===== config.mk =====
export PLATFORM = sky130hd
export DESIGN_NAME = segint_prep
export DESIGN_NICKNAME = d
export VERILOG_FILES = /design/src/rtl/segint_pkg.sv /design/src/rtl/segint_prep.sv
export SDC_FILE = /design/constraint.sdc
export NUM_CORES = 1
export LEC_CHECK = 0
export BUFFER_PORTS_ARGS = -buffer_cell sky130_fd_sc_hd__clkbuf_2
export CORE_MARGIN = 1
export CORE_UTILIZATION = 23
export DETAILED_ROUTE_END_ITERATION = 12
export GPL_TIMING_DRIVEN = 0
export HOLD_SLACK_MARGIN = 0.08
export SLEW_MARGIN = 20
export SYNTH_ARGS = -nofsm -noshare
export SYNTH_HDL_FRONTEND = slang
export SYNTH_SLANG_ARGS = --single-unit

===== constraint.sdc =====
create_clock -name clk_i -period 3.5 [get_ports clk_i]
set_clock_uncertainty 0.15 [all_clocks]
set_input_delay 0.175 -clock clk_i [delete_from_list [all_inputs] [get_ports clk_i]]
set_output_delay 0.175 -clock clk_i [all_outputs]
set_load 0.02 [all_outputs]

===== src/rtl/segint_pkg.sv =====
// shared constants and types for the segment intersection test
package segint_pkg;

  // default coordinate width taken from each endpoint field
  localparam int unsigned COORD_BITS_DEFAULT = 16;

  // per-pair flags that ride along with the arithmetic
  typedef struct packed {
    logic same;     // both segments identical
    logic overlap;  // x and y projections overlap with positive length
  } segint_flags_t;

endpackage


===== src/rtl/segint_prep.sv =====
// first stage: endpoint differences, identity check and projection overlap
module segint_prep #(
  parameter int unsigned COORD_BITS = segint_pkg::COORD_BITS_DEFAULT,
  localparam int unsigned DW = COORD_BITS + 1
) (
  input  logic                          clk_i,
  input  logic                          rst_ni,
  input  logic                          valid_i,
  output logic                          ready_o,
  input  logic signed [COORD_BITS-1:0]  x1_i,
  input  logic signed [COORD_BITS-1:0]  y1_i,
  input  logic signed [COORD_BITS-1:0]  x2_i,
  input  logic signed [COORD_BITS-1:0]  y2_i,
  input  logic signed [COORD_BITS-1:0]  x3_i,
  input  logic signed [COORD_BITS-1:0]  y3_i,
  input  logic signed [COORD_BITS-1:0]  x4_i,
  input  logic signed [COORD_BITS-1:0]  y4_i,
  output logic                          valid_o,
  input  logic                          ready_i,
  output logic signed [DW-1:0]          d1x_o,
  output logic signed [DW-1:0]          d1y_o,
  output logic signed [DW-1:0]          d2x_o,
  output logic signed [DW-1:0]          d2y_o,
  output logic signed [DW-1:0]          rx_o,
  output logic signed [DW-1:0]          ry_o,
  output segint_pkg::segint_flags_t     flags_o
);

  logic                       valid_q;
  logic                       load;
  logic signed [DW-1:0]       d1x_d, d1y_d, d2x_d, d2y_d, rx_d, ry_d;
  logic signed [DW-1:0]       d1x_q, d1y_q, d2x_q, d2y_q, rx_q, ry_q;
  segint_pkg::segint_flags_t  flags_d, flags_q;
  logic                       ovl_x, ovl_y;

  // strict overlap of two closed intervals given in any order
  function automatic logic overlap_strict(
    input logic signed [COORD_BITS-1:0] a,
    input logic signed [COORD_BITS-1:0] b,
    input logic signed [COORD_BITS-1:0] c,
    input logic signed [COORD_BITS-1:0] d
  );
    logic signed [COORD_BITS-1:0] lo_ab, hi_ab, lo_cd, hi_cd, lo, hi;
    lo_ab = (a < b) ? a : b;
    hi_ab = (a < b) ? b : a;
    lo_cd = (c < d) ? c : d;
    hi_cd = (c < d) ? d : c;
    lo    = (lo_ab > lo_cd) ? lo_ab : lo_cd;
    hi    = (hi_ab < hi_cd) ? hi_ab : hi_cd;
    return lo < hi;
  endfunction

  // difference vectors, one bit wider than the coordinates
  always_comb begin
    d1x_d = DW'(x2_i) - DW'(x1_i);
    d1y_d = DW'(y2_i) - DW'(y1_i);
    d2x_d = DW'(x4_i) - DW'(x3_i);
    d2y_d = DW'(y4_i) - DW'(y3_i);
    rx_d  = DW'(x3_i) - DW'(x1_i);
    ry_d  = DW'(y3_i) - DW'(y1_i);
    ovl_x = overlap_strict(x1_i, x2_i, x3_i, x4_i);
    ovl_y = overlap_strict(y1_i, y2_i, y3_i, y4_i);
    flags_d.same = ((x1_i == x3_i) && (y1_i == y3_i) && (x2_i == x4_i) && (y2_i == y4_i)) ||
                   ((x1_i == x4_i) && (y1_i == y4_i) && (x2_i == x3_i) && (y2_i == y3_i));
    flags_d.overlap = ovl_x && ovl_y;
  end

  // stage handshake
  assign ready_o = !valid_q || ready_i;
  assign load    = valid_i && ready_o;

  always_ff @(posedge clk_i or negedge rst_ni) begin
    if (!rst_ni) begin
      valid_q <= 1'b0;
    end else if (ready_o) begin
      valid_q <= valid_i;
    end
  end

  // payload register
  always_ff @(posedge clk_i) begin
    if (load) begin
      d1x_q   <= d1x_d;
      d1y_q   <= d1y_d;
      d2x_q   <= d2x_d;
      d2y_q   <= d2y_d;
      rx_q    <= rx_d;
      ry_q    <= ry_d;
      flags_q <= flags_d;
    end
  end

  assign valid_o = valid_q;
  assign d1x_o   = d1x_q;
  assign d1y_o   = d1y_q;
  assign d2x_o   = d2x_q;
  assign d2y_o   = d2y_q;
  assign rx_o    = rx_q;
  assign ry_o    = ry_q;
  assign flags_o = flags_q;

endmodule


# Yosys cells after proc, flatten, opt, wreduce, memory -nomap -nowiden
# Cells that the tools add are included.
# word_totals
memories,0
out_inout_bits,106
elab_cells,56
mem_bits_rw,0
in_bits,132
latch_bits,0
regBits,105
rom_bits,0
# op_classes
bitwise_logic,0
muxes,12
n_addsub,6
eq_ne,8
n_mul,0
magnitude_cmp,10
shifts,0
n_reduce_logical,11
n_div,0
# ops
op,count
2-to-1 mux 16 bit,12
equality test 16 bit,8
less-than comparator 16 bit,8
subtractor 16 x 16 -> 17 bit,6
greater-than comparator 16 bit,2
logical AND 1 bit,8
logical OR 1 bit,2
zero test 1 bit,1

# Depth between registers and ports, before layout
# depth
depth_word,6
mapped_depth,33
ltp_nobuf,29

# Worst setup path after synthesis
# OpenSTA, ideal clock, no wires.
# synth_timing
path_type,input port to flip-flop
start,input y1_i[13]
end,"register flags_q, in the netlist flags_o[0], data pin"
setup_ps,169
setup_slack_ps,-2515
required_ps,3181
path_buffers,2
t_arrival_ps,5696
cell_stages,27
path_cell_list,inv_1 -> ha_1 -> nand4_1 -> or2_4 -> a2111oi_4 -> nor3_1 -> nor2_2 -> buf_2 -> mux2i_1 -> inv_1 -> ha_1 -> nand4_1 -> nor2_1 -> o211ai_1 -> a31oi_1 -> clkbuf_1 -> mux2i_1 -> ha_1 -> a21o_1 -> a21o_1 -> a21oi_1 -> o21ai_0 -> a21oi_1 -> nor2b_1 -> o311ai_0 -> a21oi_1 -> nor4b_2
# synth_rtl
item,line,source
"start, declared",segint_prep.sv:11,"input logic signed [COORD_BITS-1:0] y1_i,"
"end signal, assigned",segint_prep.sv:89,flags_q <= flags_d;
"end, declared",segint_prep.sv:33,"segint_pkg::segint_flags_t flags_d, flags_q;"

==> metrics.md <==
| Metric | Value |
|---|---|
| Setup ws final | -2250 ps |
| Largest area contributor in the netlist | edfxtp_1 |
| Crit path buffers/inverters | 8 |
| DP Area | 16200 µm² |
| ANT nets after route | 0 |
| Clock power share | 0.141 |
| Post-Syn Area | 13700 µm² |
| Worst-path clk slew | 70 ps |
| Top area cells in the synthesized netlist | edfxtp_1 23%, ha_1 18%, mux2i_1 9.0% |
| Yosys top cell area share | 0.229 |
| RSZ-0062 raised after global routing | yes |
| Largest net degree at the start of global routing | 54 |
| Worst EP arrival | 5740 ps |
| Synth Flop Type | edfxtp_1 |
| Max-cap viol count | 0 |
| Net Sw Power | 3290 µW |
| Per-cell routed wire length | roughly 22 µm |
| Die X | 246 µm |
| Post-synthesis cell count | 1605 |
| DRT Pass-1 Iters | 6 |
| Internal power | 4110 µW |
| Yosys warnings | 0 |
| Post-synth EDFFs | ~100 |
| Leakage | 0.00812 µW |
| Clk sinks | ~110 |
| Net Sw Frac | 0.445 |
| Status | finished with violations |
| Die height | 246 µm |
| Overall Global Routing Usage | 0.192 |
| Max Root-Sink Buffers | 2 |
| Tmin final | 5750 ps |
| Max Freq | 174 MHz |
| Hold Vio Cnt, Final | 0 |
| FILL cells | 6111 |
| Io pins | ~240 |
| Die ar. | between 60000 and 70000 µm² |
| # setup viols final | 1 |
| Vias/cell | 5.02 |
| Nets | 2273 |
| Asr flop ratio synth | 0.00952 |
| Design Area, Final | 18200 µm² |
| Avg Inst Size Synth | about 8.5 µm² |
| CP delay by family, top | compound AO/OA/AOI/OAI gates |
| Crit-path max cell delay | 470 ps |
| Crit end category | flip-flop |
| Core area | 58100 µm² |
| TritonCTS clock tree | built |
| Setup CP Type | input port to flip-flop |
| Initial antenna violation count | 8 |
| Final Cycle Share | 1.64 |
| DRT iter0 DRCs | 1077 |
| Logic pwr share | 0.638 |
| Initial core utilization | 0.235 |
| Syn_nets | 1935 |
| CP max-delay cell | ha_1 |
| Maximum vdd drop | ~290 µV |
| FP Rows | 88 |
| Most common cell on crit path | buf_4 |
| WL final | 59.3 mm |
| Worst hold-check path type | input port to flip-flop |
| Sequential cell area fraction in the yosys report | 0.230 |
| Final max-slew violation count | 0 |
| Flop pwr share | 0.220 |
| DRC viols | 0 |
| Rel. slew slack | 0.385 |
| Clk_lat worst skew | 400 ps |
| Crit start category | input port |
| Yosys reg bits | 105 |
| Power Density | just over 400 nW/µm² |
| CP required | 3490 ps |
| Commonest non-fill, non-tap cell in the layout | clkbuf_2 |
| Share of cells above drive strength 1 | 0.273 |
| GPL Wtd Cong | between 0.9 and 1 |
| Area grow syn2layout | 33.0% |
| DR vias | 13.6k |
| Port Buffer Count | 235 |
| Htree depth | 3 |
| Total Negative Setup Slacks | -2250 ps |
| Commonest cells after routing, fill and taps aside | 202 x clkbuf_2, 154 x ha_1, 153 x inv_1 |
| Yosys cell types | 77 |
| CP max FO | 8 |
| Final Core Density | 0.313 |
| Failing checks | setup timing |
| Post-DP HPWL | 49.5 mm |
| First-pass GRT wire length | 84.3 mm |
| Congestion Overflow GR | 0 |
| Vias in the first global route | 13.2k |
| Worst-margin pin slew | between 900 and 1000 ps |
| Root buf cell | clkbuf_16 |
| TritonCTS Buffers | 9 |
-- cell type report --
cell class | count | area, µm² | share of cell area
Clock inverter | 6 | 51.3 | 0.00282
Clock buffer | 10 | 229 | 0.0126
Antenna cell | 3 | 7.51 | 0.000413
Buffer | 30 | 338 | 0.0186
Inverter | 172 | 671 | 0.0369
Tap cell | 765 | 957 | 0.0527
Timing Repair Buffer | 330 | 2110 | 0.116
Sequential cell | 105 | 3150 | 0.173
Multi-Input combinational cell | 1295 | 10700 | 0.587
-- kinds of logic after synthesis --
group	share of synthesized area
flops	0.230
buf+inv	0.0594
compound gates	0.175
mux	0.0943
xor+xnor	0.0943
fa+ha+maj	0.185
simple gates	0.162
-- worst reg2reg max path: stages (launching register included) --
cell and delay [ps]:
dfrtp_1 380, nand2b_1 110, and2_4 190, buf_16 230
buf_16 280
-- timing repair --
item                                    4_1_cts  5_1_grt
setup buffers                                55       33
hold buffers                                  4        0
endpoints found under the setup margin        1        1
cloned                                        1        0
endpoints found under the hold margin         3        0
pin swaps                                    35       58
gates resized for setup                     151       93
-- power groups by stage --
stage / clock, µW / sequential, µW / combinational (µW)
floorplan: 0 / 1810 / 2600
global placement: 0 / 1680 / 3920
detailed placement: 0 / 1670 / 3970
CTS: 1110 / 1640 / 4430
global route: 1140 / 1650 / 5120
finish: 1040 / 1630 / 4720
-- cells in the mapped netlist (3+ instances only) --
master / n
ha_1: 192
o21ai_1: 7
a31oi_1: 14
xor2_1: 24
or2_2: 10
buf_2: 10
a211o_1: 7
fa_1: 6
and3_1: 9
edfxtp_1: 104
and2_1: 8
o22ai_1: 6
a21o_1: 33
o211ai_1: 13
o2111ai_1: 6
nand2_1: 114
o311ai_0: 4
nor3_1: 26
a221oi_1: 5
mux2_2: 5
or3_1: 3
o21a_1: 13
nand3_1: 31
nor2b_1: 28
inv_1: 172
o31ai_1: 3
a21oi_1: 105
o21bai_1: 9
nand4_1: 53
a211oi_1: 15
clkbuf_1: 18
o31a_1: 7
mux2i_1: 123
a21boi_0: 13
o21ai_0: 100
nor4_1: 15
nand2b_1: 23
nor2_1: 102
and4_1: 4
xnor2_1: 123
nand4b_1: 3
-- sequential cells by signal, indices dropped and copies added, names as in the netlist --
signal	flops
ry_o	17
d2x_o	17
flags_o	2
d1y_o	17
valid_o	1
rx_o	17
d1x_o	17
d2y_o	17
-- path summary, 6_finish.rpt --
kind	startpoint	to	slack, ps	cells past startpoint
worst max-delay path	x1_i[14]	flags_o[0]	-2250	27
worst min-delay path	x1_i[1]	rx_o[1]	120	3
worst max register to register	valid_o	d1y_o[14]	1740	4
worst min register to register	valid_o	rx_o[4]	640	2
max in group asynchronous	rst_ni	valid_o	2630	3
min in group asynchronous	rst_ni	valid_o	460	3
-- through the flow --
stage	setup slack [ps]	cells	total power (µW)	hold slack, ps
CTS	-2200	2681	7180	87.3
global route	-2500	2714	7900	113
global placement	-3540	2605	5600	-200
finish	-2250	2716	7400	120
detailed placement	-3520	2607	5640	-197
floorplan	-1800	1605	4410	-271
-- routing by layer --
layer,vias up,global-route usage,part of all wire
met5,-,0,0.0015
li1,6513,-,-
met2,472,0.320,0.47
met1,6565,0.239,0.42
met3,73,0.0586,0.086
met4,14,0.0468,0.021
No activity file was read; power rests on OpenSTA's default activity.
